==> src/lpim_pkg.sv <==
// Shared types, codes and defaults for the linear-probing id map.
`default_nettype none

package lpim_pkg;

  // Fixed field widths of the request and result transactions.
  localparam int REGION_ID_W = 32;
  localparam int REF_W       = 11;

  // Defaults for the top-level parameters.
  localparam int DEF_TABLE_ENTRIES = 1024;
  localparam int DEF_KEY_BITS      = 32;

  // Request mode: bit set means register the region and assign a new id.
  localparam logic MODE_REGISTER = 1'b1;

  typedef enum logic [1:0] {
    STATUS_OK        = 2'd0,
    STATUS_NOT_FOUND = 2'd1,
    STATUS_FULL      = 2'd2
  } lpim_status_t;

  typedef struct packed {
    logic [REF_W-1:0] reference_id;
    lpim_status_t     status;
  } lpim_result_t;

  typedef enum logic [2:0] {
    ST_CLEAR,
    ST_IDLE,
    ST_HASH,
    ST_CHECK,
    ST_DONE
  } lpim_state_t;

endpackage

`default_nettype wire

==> src/lpim_home.sv <==
// Home slot unit: the key modulo the table size, by masking or by reciprocal multiplication.
`default_nettype none

module lpim_home
  import lpim_pkg::*;
#(
  parameter int TABLE_ENTRIES = DEF_TABLE_ENTRIES,
  parameter int KEY_BITS      = DEF_KEY_BITS
) (
  input  wire logic                             clk,
  input  wire logic                             rst_n,
  input  wire logic                             start,
  input  wire logic [KEY_BITS-1:0]              key,
  output      logic                             done,
  output      logic [$clog2(TABLE_ENTRIES)-1:0] home
);

  localparam int SLOT_W  = $clog2(TABLE_ENTRIES);
  localparam int KEY_EFF = (KEY_BITS < REGION_ID_W) ? KEY_BITS : REGION_ID_W;
  localparam bit IS_POW2 = (TABLE_ENTRIES & (TABLE_ENTRIES - 1)) == 0;

  if (IS_POW2) begin : g_mask
    // A power-of-two table takes the low key bits directly.
    logic [SLOT_W+KEY_EFF-1:0] key_ext;
    logic [SLOT_W-1:0]         home_r;
    logic                      done_r;

    assign key_ext = {{SLOT_W{1'b0}}, key[KEY_EFF-1:0]};

    always_ff @(posedge clk) begin
      if (!rst_n) begin
        done_r <= 1'b0;
      end else begin
        done_r <= start;
      end
    end

    always_ff @(posedge clk) begin
      if (start) begin
        home_r <= key_ext[SLOT_W-1:0];
      end
    end

    assign done = done_r;
    assign home = home_r;
  end else begin : g_recip
    // The estimated quotient floor(key * RECIP / 2^32) is the true quotient or one
    // less, so the estimated remainder lies below twice the table size and one
    // compare and subtract finishes it. Only the low SLOT_W+1 bits are carried.
    localparam longint unsigned RECIP_L   = (64'd1 << 32) / 64'(TABLE_ENTRIES);
    localparam logic [31:0]     RECIP     = 32'(RECIP_L);
    localparam logic [SLOT_W:0] ENTRIES_T = (SLOT_W + 1)'(TABLE_ENTRIES);

    logic [31:0]         key_w;
    logic [63:0]         prod;
    logic [SLOT_W:0]     q_lo_r;
    logic [SLOT_W:0]     x_lo_r;
    logic                v1_r;
    logic [2*SLOT_W+1:0] qn;
    logic [SLOT_W:0]     rest_r;
    logic [SLOT_W:0]     rest_sub;
    logic                done_r;

    assign key_w    = 32'(key[KEY_EFF-1:0]);
    assign prod     = {32'd0, key_w} * {32'd0, RECIP};
    assign qn       = {{(SLOT_W+1){1'b0}}, q_lo_r} * {{(SLOT_W+1){1'b0}}, ENTRIES_T};
    assign rest_sub = rest_r - ENTRIES_T;

    always_ff @(posedge clk) begin
      if (!rst_n) begin
        v1_r   <= 1'b0;
        done_r <= 1'b0;
      end else begin
        v1_r   <= start;
        done_r <= v1_r;
      end
    end

    always_ff @(posedge clk) begin
      if (start) begin
        q_lo_r <= prod[32 +: SLOT_W+1];
        x_lo_r <= key_w[SLOT_W:0];
      end
      if (v1_r) begin
        rest_r <= x_lo_r - qn[SLOT_W:0];
      end
    end

    assign done = done_r;
    assign home = (rest_r >= ENTRIES_T) ? rest_sub[SLOT_W-1:0] : rest_r[SLOT_W-1:0];
  end

endmodule

`default_nettype wire

==> src/lpim_probe.sv <==
// Probe sequencer: clearing pass, home slot, slot-by-slot probe and table update.
`default_nettype none

module lpim_probe
  import lpim_pkg::*;
#(
  parameter int TABLE_ENTRIES = DEF_TABLE_ENTRIES,
  parameter int KEY_BITS      = DEF_KEY_BITS,
  parameter int SLOT_W        = $clog2(TABLE_ENTRIES),
  parameter int DATA_W        = 1 + KEY_BITS + REF_W
) (
  input  wire logic                   clk,
  input  wire logic                   rst_n,
  input  wire logic                   in_valid,
  output      logic                   in_ready,
  input  wire logic                   in_mode,
  input  wire logic [REGION_ID_W-1:0] in_region_id,
  output      logic                   res_valid,
  input  wire logic                   res_ready,
  output      lpim_result_t           res,
  output      logic                   mem_rd_en,
  output      logic [SLOT_W-1:0]      mem_rd_addr,
  input  wire logic [DATA_W-1:0]      mem_rd_data,
  output      logic                   mem_wr_en,
  output      logic [SLOT_W-1:0]      mem_wr_addr,
  output      logic [DATA_W-1:0]      mem_wr_data
);

  localparam logic [SLOT_W-1:0] LAST_SLOT = SLOT_W'(TABLE_ENTRIES - 1);
  localparam logic [SLOT_W:0]   ENTRIES_T = (SLOT_W + 1)'(TABLE_ENTRIES);

  lpim_state_t               state_r, state_nxt;
  logic [SLOT_W-1:0]         clr_addr_r, clr_addr_nxt;
  logic                      mode_r, mode_nxt;
  logic [KEY_BITS-1:0]       key_r, key_nxt;
  logic [SLOT_W-1:0]         slot_r, slot_nxt;
  logic [SLOT_W:0]           cnt_r, cnt_nxt;
  logic [REF_W-1:0]          last_ref_r, last_ref_nxt;
  lpim_result_t              res_r, res_nxt;

  logic [REGION_ID_W+KEY_BITS-1:0] id_ext;
  logic [KEY_BITS-1:0]       in_key;
  logic                      hash_start;
  logic                      home_done;
  logic [SLOT_W-1:0]         home_slot;
  logic [REF_W-1:0]          ref_inc;
  logic [SLOT_W-1:0]         slot_step;
  logic [SLOT_W:0]           cnt_step;
  logic                      rd_used;
  logic [KEY_BITS-1:0]       rd_key;
  logic [REF_W-1:0]          rd_ref;

  assign id_ext    = {{KEY_BITS{1'b0}}, in_region_id};
  assign in_key    = id_ext[KEY_BITS-1:0];
  assign ref_inc   = last_ref_r + REF_W'(1);
  assign slot_step = (slot_r == LAST_SLOT) ? '0 : slot_r + SLOT_W'(1);
  assign cnt_step  = cnt_r + (SLOT_W + 1)'(1);
  assign rd_used   = mem_rd_data[DATA_W-1];
  assign rd_key    = mem_rd_data[REF_W +: KEY_BITS];
  assign rd_ref    = mem_rd_data[REF_W-1:0];

  lpim_home #(
    .TABLE_ENTRIES (TABLE_ENTRIES),
    .KEY_BITS      (KEY_BITS)
  ) u_home (
    .clk   (clk),
    .rst_n (rst_n),
    .start (hash_start),
    .key   (in_key),
    .done  (home_done),
    .home  (home_slot)
  );

  always_ff @(posedge clk) begin
    if (!rst_n) begin
      state_r    <= ST_CLEAR;
      clr_addr_r <= '0;
      cnt_r      <= '0;
      last_ref_r <= '0;
    end else begin
      state_r    <= state_nxt;
      clr_addr_r <= clr_addr_nxt;
      cnt_r      <= cnt_nxt;
      last_ref_r <= last_ref_nxt;
    end
  end

  always_ff @(posedge clk) begin
    mode_r <= mode_nxt;
    key_r  <= key_nxt;
    slot_r <= slot_nxt;
    res_r  <= res_nxt;
  end

  always_comb begin
    state_nxt    = state_r;
    clr_addr_nxt = clr_addr_r;
    mode_nxt     = mode_r;
    key_nxt      = key_r;
    slot_nxt     = slot_r;
    cnt_nxt      = cnt_r;
    last_ref_nxt = last_ref_r;
    res_nxt      = res_r;
    in_ready     = 1'b0;
    res_valid    = 1'b0;
    hash_start   = 1'b0;
    mem_rd_en    = 1'b0;
    mem_rd_addr  = slot_r;
    mem_wr_en    = 1'b0;
    mem_wr_addr  = slot_r;
    mem_wr_data  = {1'b1, key_r, ref_inc};

    unique case (state_r)
      ST_CLEAR: begin
        mem_wr_en    = 1'b1;
        mem_wr_addr  = clr_addr_r;
        mem_wr_data  = '0;
        clr_addr_nxt = clr_addr_r + SLOT_W'(1);
        if (clr_addr_r == LAST_SLOT) begin
          state_nxt = ST_IDLE;
        end
      end
      ST_IDLE: begin
        in_ready = 1'b1;
        if (in_valid) begin
          mode_nxt   = in_mode;
          key_nxt    = in_key;
          hash_start = 1'b1;
          state_nxt  = ST_HASH;
        end
      end
      ST_HASH: begin
        if (home_done) begin
          mem_rd_en   = 1'b1;
          mem_rd_addr = home_slot;
          slot_nxt    = home_slot;
          cnt_nxt     = '0;
          state_nxt   = ST_CHECK;
        end
      end
      ST_CHECK: begin
        if (!rd_used) begin
          if (mode_r == MODE_REGISTER) begin
            mem_wr_en    = 1'b1;
            last_ref_nxt = ref_inc;
            res_nxt      = '{reference_id: ref_inc, status: STATUS_OK};
          end else begin
            res_nxt = '{reference_id: {REF_W{1'b0}}, status: STATUS_NOT_FOUND};
          end
          state_nxt = ST_DONE;
        end else if ((mode_r != MODE_REGISTER) && (rd_key == key_r)) begin
          res_nxt   = '{reference_id: rd_ref, status: STATUS_OK};
          state_nxt = ST_DONE;
        end else if (cnt_step == ENTRIES_T) begin
          res_nxt   = '{reference_id: {REF_W{1'b0}},
                        status: (mode_r == MODE_REGISTER) ? STATUS_FULL : STATUS_NOT_FOUND};
          state_nxt = ST_DONE;
        end else begin
          mem_rd_en   = 1'b1;
          mem_rd_addr = slot_step;
          slot_nxt    = slot_step;
          cnt_nxt     = cnt_step;
        end
      end
      ST_DONE: begin
        res_valid = 1'b1;
        if (res_ready) begin
          state_nxt = ST_IDLE;
        end
      end
      default: begin
        state_nxt = ST_CLEAR;
      end
    endcase
  end

  assign res = res_r;

`ifndef NO_ASSERTIONS
  // A slot is only ever claimed when the probe found it free.
  a_claim_free: assert property (@(posedge clk) disable iff (!rst_n)
    (mem_wr_en && (state_r == ST_CHECK)) |-> !rd_used)
    else $error("probe wrote over a used slot");

  // The probe never runs past one full turn of the table.
  a_probe_bound: assert property (@(posedge clk) disable iff (!rst_n)
    cnt_r < ENTRIES_T)
    else $error("probe count exceeded the table size");

  // The id counter moves only when a registration claims a slot.
  a_ref_stable: assert property (@(posedge clk) disable iff (!rst_n)
    !((state_r == ST_CHECK) && (mode_r == MODE_REGISTER) && !rd_used)
    |=> $stable(last_ref_r))
    else $error("reference counter changed without a registration");

  // The home slot unit only finishes while the sequencer waits for it.
  a_home_timing: assert property (@(posedge clk) disable iff (!rst_n)
    home_done |-> (state_r == ST_HASH))
    else $error("home slot ready outside the hash wait");
`endif

endmodule

`default_nettype wire
==> config.mk <==
export PLATFORM = sky130hd
export DESIGN_NAME = lpim_probe
export DESIGN_NICKNAME = d
export VERILOG_FILES = /design/src/lpim_pkg.sv /design/src/lpim_home.sv /design/src/lpim_probe.sv
export SDC_FILE = /design/constraint.sdc
export NUM_CORES = 1
export LEC_CHECK = 0
export BUFFER_PORTS_ARGS = -buffer_cell sky130_fd_sc_hd__buf_2
export CORE_MARGIN = 2
export CORE_UTILIZATION = 30
export DETAILED_ROUTE_END_ITERATION = 6
export PLACE_DENSITY = 0.52
export SYNTH_ARGS = -nofsm -noshare
export SYNTH_HDL_FRONTEND = slang
export SYNTH_SLANG_ARGS = --single-unit
==> constraint.sdc <==
create_clock -name clk -period 3.6 [get_ports clk]
set_input_delay 0 -clock clk [delete_from_list [all_inputs] [get_ports clk]]
set_output_delay 0 -clock clk [all_outputs]
set_load 0.005 [all_outputs]
# Yosys cells after proc, flatten, opt, wreduce, memory -nomap -nowiden
# Index checks and enable logic that the tools add are counted.
# totals
register_bits	102
latchBits	0
ram_bits	0
romBits	0
inputBits	81
out_inout_bits	81
word_cells	80
mem_count	0
# op_classes
add_sub_neg	4
mul	0
div_mod_pow	0
magnitude_cmp	0
eq_ne	17
n_shift	0
muxes	38
bitwise_logic	2
reduce_logical	8
# op_table
op	n
$mux 10	6
$mux 13	4
$mux 11	4
$mux 44	1
$eq 32x32->1	1
$add 11x1->11 const B	2
$pmux 11 s2	1
$mux 3	7
$add 10x1->10 const B	2
$eq 10x10->1 const B	2
$pmux 10 s2	1
$pmux 3 s5	1
$ne 2x2->1 const B	6
$eq 11x11->1 const B	1
$mux 1	10
$reduce_and 5->1	2
$eq 3x2->1 const B	2
$ne 4x4->1 const B	1
$pmux 1 s2	2
$reduce_and 2->1	2
$eq 3x1->1 const B	1
$eq 3x3->1 const B	1
$logic_not 3->1	1
$ne 3x1->1 const B	1
other kinds (6)	7

# Depth between registers and ports, before layout
# Gate-level depths: netlist (run 1).
# depth
depth_word	6
mapped_depth	9
depth_no_buf	7

# Cells and area by module
# Synthesis (run 1) repeated with hierarchy kept, for this count alone.
# unflattened
hier_cells	559
hier_area_um2	5342.6
# modules_own_cells
mod	instances	cells_each	area_per_inst_um2	seq_area_each_um2
lpim_probe	1	547	5016.1	2282.2
lpim_home	1	12	326.6	320.3

# Least setup slack after synthesis (run 1)
# Ideal clock, no wire load.
# synth_path
path_kind	reg-to-reg
from	reg cnt_r[0]
to	reg res_r, in the netlist res[0], enable pin
setup_ns	0.389
arrival_ns	2.147
t_required_ns	3.211
setup_slack_ns	1.064
path_stages_with_launch	7
n_path_buf	0
path_cell_list	dfxtp_1 > ha_1 > nand3_1 > o21a_1 > o31ai_1 > nand3_2 > a21oi_1
# synth_via
elab_chain_cells	4
# synth_rtl
element	line_no	rtl
from (decl)	lpim_probe.sv:37	logic [SLOT_W:0] cnt_r, cnt_nxt;
from (signal assigned)	lpim_probe.sv:83	cnt_r <= cnt_nxt;
$add 11x1->11	lpim_probe.sv:57	assign cnt_step = cnt_r + (SLOT_W + 1)'(1);
$eq 11x11->1	lpim_probe.sv:154	end else if (cnt_step == ENTRIES_T) begin
$ne 3x1->1 (no line)	--	
$reduce_and 2->1 (no line)	--	
to (signal assigned)	lpim_probe.sv:92	res_r <= res_nxt;
to (decl)	lpim_probe.sv:39	lpim_result_t res_r, res_nxt;
# No other way between the ends.
# A chain may end at the register's enable or synchronous reset.

# Worst setup path after layout (run 1)
# layout_path
from	reg cnt_r[0]
to	out mem_rd_addr[9]
# layout_via
elab_chain_cells	6
# layout_rtl
element	line_no	rtl
$add 11x1->11	lpim_probe.sv:57	
$eq 11x11->1	lpim_probe.sv:154	
$mux 10	lpim_probe.sv:154	
$mux 10	lpim_probe.sv:151	end else if ((mode_r != MODE_REGISTER) && (rd_key == key_r)) begin
$mux 10	lpim_probe.sv:142	if (!rd_used) begin
$pmux 10 s2	lpim_probe.sv:113	unique case (state_r)
to (decl)	lpim_probe.sv:22	output logic [SLOT_W-1:0] mem_rd_addr,
# No other way between the ends.

==> flow_metrics.py, run 1 <==
metrics = {
    "floorplan": {
        "initial_utilization": 0.3034,
        "die_area_mm2": 0.01838,
        "io_pins": 162,
        "die_h_um": 135.6,
        "fp.dieW_um": 135.6,
        "core_area_mm2": 0.01712,
        "num_rows": 48,
    },
    "yosys": {
        "syn_inst": 562,
        "netlist_top_cells_area": "edfxtp_1, dfxtp_1, xor2_1",
        "syn_avg_cell_area_um2": 9.239,
        "syn_nets": 647,
        "synth_top_family_by_area": "simple AND/OR/NAND/NOR gates",
        "synth_flop_cell": "edfxtp_1",
        "ys_warn_count": 0,
        "ys_seq_area_frac": 0.4434,
        "syn_area_mm2": 0.005192,
        "synth-simple-area-share": 0.2665,
        "async_flop_share": 0,
        "synth_edf_count": 46,
        "yosysTopAreaCell": "edfxtp_1",
        "synth.distinct_cells": 62,
        "synth-compound-area-share": 0.1340,
        "synth_top_area_share": 0.2660,
        "synth_seq_cells": 92,
        "synthAdderAreaFrac": 0.009639,
        "synth-xor-area-share": 0.09952,
        "synthTopCellsByCount": "nand2_1, xor2_1, nor2_1",
        "yosysMostFrequentCell": "nand2_1",
        "muxShareOfSynthArea": 0.005783,
    },
    "routing": {
        "first_pass_iters": 5,
        "drt_wl_total_um": 16190,
        "viasPerCell": 4.990,
        "ant_nets": 0,
        "vias": 4915,
        "drt_iter0_drc": 402,
        "drc_errors": 0,
        "avgRoutedWirePerCell_um": 16.43,
    },
    "timing": {
        "tns_ns": 0,
        "grt_setup_unrepaired": "no",
        "max-slew-margin-rel": 0.5858,
        "period_share": 0.8454,
        "worst-slew-pin-transition_ns": 0.6191,
        "timing.fmax_ghz": 0.3286,
        "period_needed_ns": 3.044,
        "final_max_slew_viol_count": 0,
        "setup_ws_ns": 0.5565,
        "setup_viol": 0,
        "fin_worst_skew_ns": 0.01174,
        "hold_viol": 0,
    },
    "global_routing": {
        "grt_pass1_vias": 4873,
        "grt_first_pass_wirelength_um": 25250,
        "antenna_found_initial": 0,
        "grt_usage": 0.1763,
        "grt_max_degree": 41,
        "gr-total-overflow": 0,
    },
    "critical_path": {
        "reg2reg_slack_ns": 0.92,
        "endpoint_kind": "output pin",
        "crit_buf_inv": 1,
        "critPathTopFamily": "compound AO/OA/AOI/OAI gates",
        "crit_path_start": "cnt_r[0]$_SDFFE_PN0P_",
        "reg2regPathDepth": 7,
        "worst_r2r_endpoint": "slot_r[9]$_DFF_P_",
        "cp_max_fo": 18,
        "worstPathArrival_ns": 3.04,
        "cp_slowest_cell": "a2111oi_0",
        "worstPathRequired_ns": 3.60,
        "path_cells": "ha_1 > nand3_1 > o21a_1 > o31ai_1 > nand3_2 > a2111oi_0 > a211oi_1 > buf_2",
        "critPathLaunchType": "flip-flop",
        "endpoint": "mem_rd_addr[9]",
        "reg2reg_from": "cnt_r[0]$_SDFFE_PN0P_",
        "critPathMaxStageDelay_ns": 0.60,
        "critPathKind": "flip-flop to output pin",
        "crit_cells": 8,
    },
    "final_layout": {
        "layout.nets": 840,
        "drive_above_1_share": 0.2671,
        "diodes": 0,
        "final_cells": 985,
        "syn2layout_area_growth_pct": 33.01,
        "post-route-util": 0.4035,
    },
    "clock_tree": {
        "numCtsBuffers": 9,
        "ctsLongestPathBuffers": 2,
        "cts_tree": "done",
        "cts_resized": 0,
        "cts-root-buf": "clkbuf_16",
        "cts.hold.buffers_added": 45,
        "postCtsSetupBuffers": 0,
        "insertion_delay_ns": 0.35,
        "cts-htree-levels": 3,
        "clock-sinks": 92,
        "clkSlewWorstSetupHoldPaths_ns": 0.07,
    },
    "hold_path": {
        "hold_class": "input pin to flip-flop",
    },
    "power_and_ir_drop": {
        "peakVddDrop_uv": 237.9,
        "powerDensity_mw_per_mm2": 418.2,
        "leakage_nw": 2.828,
    },
    "status": {
        "status": "finished clean",
    },
    "placed_design": {
        "post-place-ws_ns": 0.8782,
        "dpl.hpwl_um": 11930,
        "io_buffers": 161,
        "dp.cells": 924,
        "gp_congestion": 0.8905,
    },
    "job": {
        "maxCapViolCount": 0,
    },
}
-- worst min path at each step --
stage	start	end	slack (ns)	cells after the start
after floorplan	in_region_id[0]	key_r[0]$_DFFE_PP_	0.1	0
after global placement	in_region_id[29]	key_r[29]$_DFFE_PP_	0.18	1
after detailed placement	in_region_id[19]	key_r[19]$_DFFE_PP_	0.18	1
after CTS	res_ready	state_r[2]$_SDFFE_PN0P_	0.01	3
after global routing	res_ready	state_r[2]$_SDFFE_PN0P_	0.02	3
final	res_ready	state_r[2]$_SDFFE_PN0P_	0.02	3
-- tightest hold or removal path: stages --
cell and delay, ns:
buf_2 0.08, nor2b_1 0.07, o21a_1 0.17
-- where the power goes --
group,total (W),internal (W),switching (W)
registers,0.00124,0.00117,0.0000686
logic,0.000722,0.000319,0.000403
clock network,0.000928,0.000481,0.000446
-- logic make-up after synthesis --
group / count (synthesis)
AND/OR/NAND/NOR: 265
AO/OA/AOI/OAI: 99
flip-flops: 92
XOR/XNOR: 59
buffers and inverters: 40
adder cells (fa/ha/maj): 4
multiplexers: 3
-- final cells by class --
cell class	count	area [um^2]
well taps	225	281.5
flip-flops and latches	92	2302
repair buffers	215	1324
fillers	1729	10210
clock inverters	7	60.06
multi-input cells	430	2688
inverters	7	26.28
clock buffers	9	225.2
-- metal layers --
layer,up-vias,part of all wire,GRT usage
met5,-,0,0
met4,0,0.034,0.08044
met3,33,0.080,0.04377
met2,237,0.46,0.2890
met1,2244,0.43,0.2186
li1,2401,-,-
-- state kept, by name, summed over array words and instances (netlist names) --
register / flops
state_r: 3
clr_addr_r: 10
mode_r: 1
cnt_r: 11
res: 13
slot_r: 10
last_ref_r: 11
key_r: 32
u_home.done: 1
-- cell usage in the layout, fill, tap and decap left out, types with 5 or more instances in the layout --
cell type and n:
nor4_1 10, buf_4 9, buf_2 161, inv_1 6, nand2_1 69, o21ai_0 21
o311ai_0 5, nor2b_1 12, dfxtp_1 46, dlygate4sd3_1 45, xnor2_1 10, and4_1 7
xor2_1 49, nor3_1 5, nand3_1 25, o211ai_1 13, or3_1 5, a21oi_1 23
and2_1 38, a31oi_1 7, and3_1 11, clkbuf_16 9, edfxtp_1 46, nor2_1 48
nand4_1 11
-- per-stage QoR --
stage / hold WS [ns] / instance area [um^2] / total power [W]
after floorplan: 0.09887 / 5192 / 0.001641
after global placement: 0.1763 / 6171 / 0.001957
after detailed placement: 0.1781 / 6171 / 0.001952
after CTS: 0.01212 / 6907 / 0.002934
after global routing: 0.02194 / 6907 / 0.003056
final: 0.01857 / 6907 / 0.002888
No activity file was read; power rests on OpenSTA's default activity.
==> run 2, diff against run 1 <==
PLACE_DENSITY = 0.53   (was 0.52)
clock period = 2.5 ns   (was 3.6 ns; I/O delays follow)
==> flow_metrics.py, run 2 (same netlist as run 1, synthesis figures left out) <==
metrics = {
    "global_routing": {
        "grt_max_degree": 44,
        "grt_first_pass_wirelength_um": 27190,
        "grt_pass1_vias": 5212,
        "gr-total-overflow": 0,
        "antenna_found_initial": 0,
        "grt_usage": 0.1906,
    },
    "power_and_ir_drop": {
        "p_clk_frac": 0.311,
        "switching_share": 0.3075,
        "combPwrFrac": 0.273,
        "internal_power_w": 0.002940,
        "peakVddDrop_uv": 306.9,
        "leakage_nw": 3.043,
        "pwr-share-seq": 0.416,
        "p_switching_w": 0.001306,
        "powerDensity_mw_per_mm2": 573.3,
    },
    "final_layout": {
        "final_cells": 1027,
        "diodes": 0,
        "layout_common_cells": "buf_2, nand2_1, xor2_1",
        "regMostFlops": "key_r",
        "syn2layout_area_growth_pct": 42.63,
        "fillers": 1677,
        "drive_above_1_share": 0.3254,
        "largest_register_ffs": 32,
        "layout.nets": 882,
        "layout_commonest_cell": "buf_2",
    },
    "timing": {
        "final_max_slew_viol_count": 0,
        "max-slew-margin-rel": 0.5944,
        "worst-slew-pin-transition_ns": 0.6062,
        "setup_viol": 12,
        "grt_setup_unrepaired": "yes",
        "fin_worst_skew_ns": 0.007707,
        "timing.fmax_ghz": 0.3829,
        "setup_ws_ns": -0.1113,
        "hold_viol": 0,
        "period_share": 1.045,
        "period_needed_ns": 2.611,
    },
    "clock_tree": {
        "numCtsBuffers": 9,
        "clkSlewWorstSetupHoldPaths_ns": 0.06,
        "cts-htree-levels": 3,
        "insertion_delay_ns": 0.35,
        "ctsLongestPathBuffers": 2,
        "clock-sinks": 92,
        "cts_tree": "done",
        "cts-root-buf": "clkbuf_16",
    },
    "floorplan": {
        "initial_utilization": 0.3034,
        "num_rows": 48,
        "die_area_mm2": 0.01838,
        "io_pins": 162,
        "fp.dieW_um": 135.6,
        "die_h_um": 135.6,
        "core_area_mm2": 0.01712,
    },
    "routing": {
        "ant_nets": 0,
        "vias": 5146,
        "first_pass_iters": 5,
        "drt_wl_total_um": 17350,
        "avgRoutedWirePerCell_um": 16.89,
        "drt_iter0_drc": 341,
        "drc_errors": 0,
        "viasPerCell": 5.011,
    },
    "job": {
        "maxCapViolCount": 0,
    },
    "critical_path": {
        "worstPathArrival_ns": 2.61,
        "critPathKind": "flip-flop to output pin",
        "endpoint_kind": "output pin",
        "cp_max_fo": 5,
        "worstPathRequired_ns": 2.50,
        "critPathLaunchType": "flip-flop",
    },
    "status": {
        "status": "complete, but fails checks",
        "violations": "setup timing",
    },
    "placed_design": {
        "io_buffers": 161,
        "dpl.hpwl_um": 12850,
        "post-place-ws_ns": 0.005859,
        "gp_congestion": 0.9365,
        "dp.cells": 952,
    },
    "hold_path": {
        "hold_class": "input pin to flip-flop",
    },
}
run 2: repair_timing:
item | 4_1_cts | 5_1_grt
buffers inserted | 8 | 6
pin swaps | 14 | 6
hold buffers | 45 | 0
setup endpoints to repair | 12 | 11
resized for setup | 30 | 1
endpoints found under the hold margin | 45 | 0
run 2: critical path, stage by stage, from the launching register on:
cell and delay, ns:
edfxtp_1 0.40, xor2_1 0.16, nor4_2 0.33, buf_4 0.17
nand4_1 0.11, buf_6 0.16, o31ai_4 0.23, buf_6 0.16
nor4_1 0.05, a311o_1 0.36, buf_2 0.13
run 2: path summary, 6_finish.rpt:
path	startpoint	endpoint	slack, ns	depth (start not counted)
worst min-delay path	mem_rd_data[1]	res[3]$_DFFE_PP_	0.01	2
worst max-delay path	key_r[30]$_DFFE_PP_	mem_rd_addr[2]	-0.11	10
worst min register to register	clr_addr_r[1]$_SDFFE_PN0P_	clr_addr_r[1]$_SDFFE_PN0P_	0.49	2
worst max register to register	key_r[30]$_DFFE_PP_	cnt_r[10]$_SDFFE_PN0P_	-0.03	12
run 2: power by group through the flow:
stage / logic, W / clock network (W) / registers (W)
finish: 0.00116 / 0.00132 / 0.00176
global route: 0.00128 / 0.00142 / 0.00178
CTS: 0.00117 / 0.00135 / 0.00176
detailed placement: 0.00108 / 0 / 0.00180
global placement: 0.00108 / 0 / 0.00179
floorplan: 0.000589 / 0 / 0.00177
run 2: cell type report:
type | count | area, um^2 | area share
clock buffers | 15 | 269.0 | 0.03632
clock inverters | 1 | 7.507 | 0.001014
inverters | 7 | 26.28 | 0.003548
multi-input cells | 430 | 2800 | 0.3781
flip-flops and latches | 92 | 2307 | 0.3115
well taps | 225 | 281.5 | 0.03801
repair buffers | 257 | 1714 | 0.2315
run 2: metrics by stage:
stage / instance area, um^2 / hold slack, ns / utilization / power [W] / setup TNS (ns)
6_report: 7406 / 0.01438 / 0.4327 / 0.004246 / -0.7548
3_5_place_dp: 6435 / 0.1781 / 0.3760 / 0.002879 / 0
5_1_grt: 7406 / 0.02995 / 0.4327 / 0.004470 / -3.166
4_1_cts: 7357 / 0.007616 / 0.4298 / 0.004288 / -0.8057
2_1_floorplan: 5196 / 0.09887 / - / 0.002363 / 0
3_3_place_gp: 6435 / 0.1762 / 0.3760 / 0.002872 / 0
run 2: routing by layer:
layer	vias to the layer above	GRT usage	wire length [um]	part of all wire
met5	-	0	0	0
met4	0	0.08275	491	0.028
met3	32	0.04265	1093	0.063
met2	229	0.3350	8431	0.49
met1	2399	0.2223	7329	0.42
li1	2486	-	-	-
==> run 3, diff against run 2 <==
RECOVER_POWER = 25   (was not set)
==> flow_metrics.py, run 3 (same netlist as run 1, synthesis figures left out) <==
metrics = {
    "status": {
        "status": "complete, but fails checks",
        "violations": "setup timing",
    },
    "floorplan": {
        "die_area_mm2": 0.01838,
        "die_h_um": 135.6,
        "fp.dieW_um": 135.6,
        "num_rows": 48,
        "core_area_mm2": 0.01712,
        "io_pins": 162,
        "initial_utilization": 0.3034,
    },
    "clock_tree": {
        "insertion_delay_ns": 0.35,
        "cts-htree-levels": 3,
        "cts-root-buf": "clkbuf_16",
        "clkSlewWorstSetupHoldPaths_ns": 0.06,
        "cts_tree": "done",
        "numCtsBuffers": 9,
        "clock-sinks": 92,
        "ctsLongestPathBuffers": 2,
    },
    "hold_path": {
        "hold_class": "input pin to flip-flop",
    },
    "placed_design": {
        "dpl.hpwl_um": 12850,
        "io_buffers": 161,
        "post-place-ws_ns": 0.005859,
        "gp_congestion": 0.9365,
        "postPlaceCellArea_mm2": 0.006435,
    },
    "timing": {
        "period_share": 1.042,
        "tns_ns": -0.7048,
        "grt_setup_unrepaired": "yes",
        "setup_viol": 11,
        "setup_ws_ns": -0.1053,
        "worst-slew-pin-transition_ns": 0.6840,
        "fin_worst_skew_ns": 0.007904,
        "max-slew-margin-rel": 0.5440,
        "period_needed_ns": 2.605,
        "hold_viol": 0,
        "timing.fmax_ghz": 0.3838,
        "final_max_slew_viol_count": 0,
    },
    "power_and_ir_drop": {
        "combPwrFrac": 0.273,
        "pwr-share-seq": 0.416,
        "p_clk_frac": 0.311,
        "p_switching_w": 0.001306,
        "switching_share": 0.3080,
        "peakVddDrop_uv": 307.3,
        "powerDensity_mw_per_mm2": 573.9,
        "leakage_nw": 3.002,
        "internal_power_w": 0.002934,
    },
    "global_routing": {
        "grt_usage": 0.1906,
        "grtUsageMet3": 0.04265,
        "grt_busiest_layer": "met2",
        "antenna_found_initial": 0,
        "grt_pass1_vias": 5212,
        "grt_first_pass_wirelength_um": 27190,
        "grt_use_met2": 0.3350,
        "grt_use_met1": 0.2223,
        "gr-total-overflow": 0,
        "grt_max_degree": 44,
    },
    "critical_path": {
        "reg2reg_from": "key_r[30]$_DFFE_PP_",
        "reg2regPathDepth": 12,
        "worstPathRequired_ns": 2.50,
        "crit_path_start": "key_r[30]$_DFFE_PP_",
        "worst_r2r_endpoint": "cnt_r[10]$_SDFFE_PN0P_",
        "critPathKind": "flip-flop to output pin",
        "endpoint_kind": "output pin",
        "endpoint": "mem_rd_addr[2]",
        "cp_max_fo": 5,
        "worstPathArrival_ns": 2.61,
        "critPathLaunchType": "flip-flop",
        "reg2reg_slack_ns": -0.03,
    },
    "routing": {
        "avgRoutedWirePerCell_um": 16.94,
        "viasPerCell": 5.056,
        "first_pass_iters": 5,
        "ant_nets": 0,
        "vias": 5192,
        "drc_errors": 0,
        "drt_iter0_drc": 322,
        "drt_wl_total_um": 17390,
    },
    "final_layout": {
        "layout_commonest_cell": "buf_2",
        "largest_register_ffs": 32,
        "drive_above_1_share": 0.3092,
        "layout.nets": 882,
        "post-route-util": 0.4316,
        "multiInputGateArea_mm2": 0.002800,
        "diodes": 0,
        "layout_common_cells": "buf_2, nand2_1, xor2_1",
        "syn2layout_area_growth_pct": 42.26,
        "final-seq-area_mm2": 0.002307,
        "finish.instance_area_mm2": 0.007387,
        "regMostFlops": "key_r",
        "fillers": 1687,
    },
    "job": {
        "maxCapViolCount": 0,
    },
}
[run 3: power by group through the flow]
stage | registers (W) | logic, W | clock network, W
finish | 0.00176 | 0.00116 | 0.00132
CTS | 0.00176 | 0.00117 | 0.00135
global placement | 0.00179 | 0.00108 | 0
global route | 0.00178 | 0.00127 | 0.00142
floorplan | 0.00177 | 0.000589 | 0
detailed placement | 0.00180 | 0.00108 | 0
[run 3: area by class of cell]
cell class | instances | share of cell area
tap | 225 | 0.03811
multi-input combinational | 430 | 0.3791
clock inverter | 1 | 0.001016
sequential | 92 | 0.3123
clock buffer | 15 | 0.03642
inverter | 7 | 0.003557
timing repair buffer | 257 | 0.2295
[run 3: what timing repair did]
action,CTS,global route
resized for setup,30,1
buffers inserted,8,6
setup endpoints to repair,12,11
pin swaps,14,6
endpoints found under the hold margin,45,0
hold buffers,45,0
[run 3: through the flow]
step | power, W | std cells | hold WS [ns]
after global placement | 0.002872 | 952 | 0.1762
after detailed placement | 0.002879 | 952 | 0.1781
final | 0.004239 | 1027 | 0.01722
after CTS | 0.004288 | 1021 | 0.007616
after global routing | 0.004463 | 1027 | 0.02995
after floorplan | 0.002363 | 562 | 0.09887
[run 3: worst min path at each step]
stage	from	to	cells after the start
3_3_place_gp	in_region_id[14]	key_r[14]$_DFFE_PP_	1
5_1_grt	mem_rd_data[1]	res[3]$_DFFE_PP_	2
6_report	mem_rd_data[1]	res[3]$_DFFE_PP_	2
4_1_cts	mem_rd_data[1]	res[3]$_DFFE_PP_	2
3_5_place_dp	in_region_id[13]	key_r[13]$_DFFE_PP_	1
2_1_floorplan	in_region_id[0]	key_r[0]$_DFFE_PP_	0
[run 3: layer usage]
layer / part of all wire / routed length [um] / vias up
li1: - / - / 2493
met1: 0.42 / 7323 / 2408
met2: 0.48 / 8383 / 245
met3: 0.064 / 1115 / 46
met4: 0.033 / 572 / 0
met5: 0 / 0 / -
[run 3: worst max-delay path, stage by stage, from the launching register on]
cell,delay [ns]
edfxtp_1,0.40
xor2_1,0.16
nor4_2,0.33
buf_4,0.17
nand4_1,0.11
buf_6,0.16
o31ai_4,0.22
buf_6,0.16
nor4_1,0.05
a311o_1,0.36
buf_2,0.13
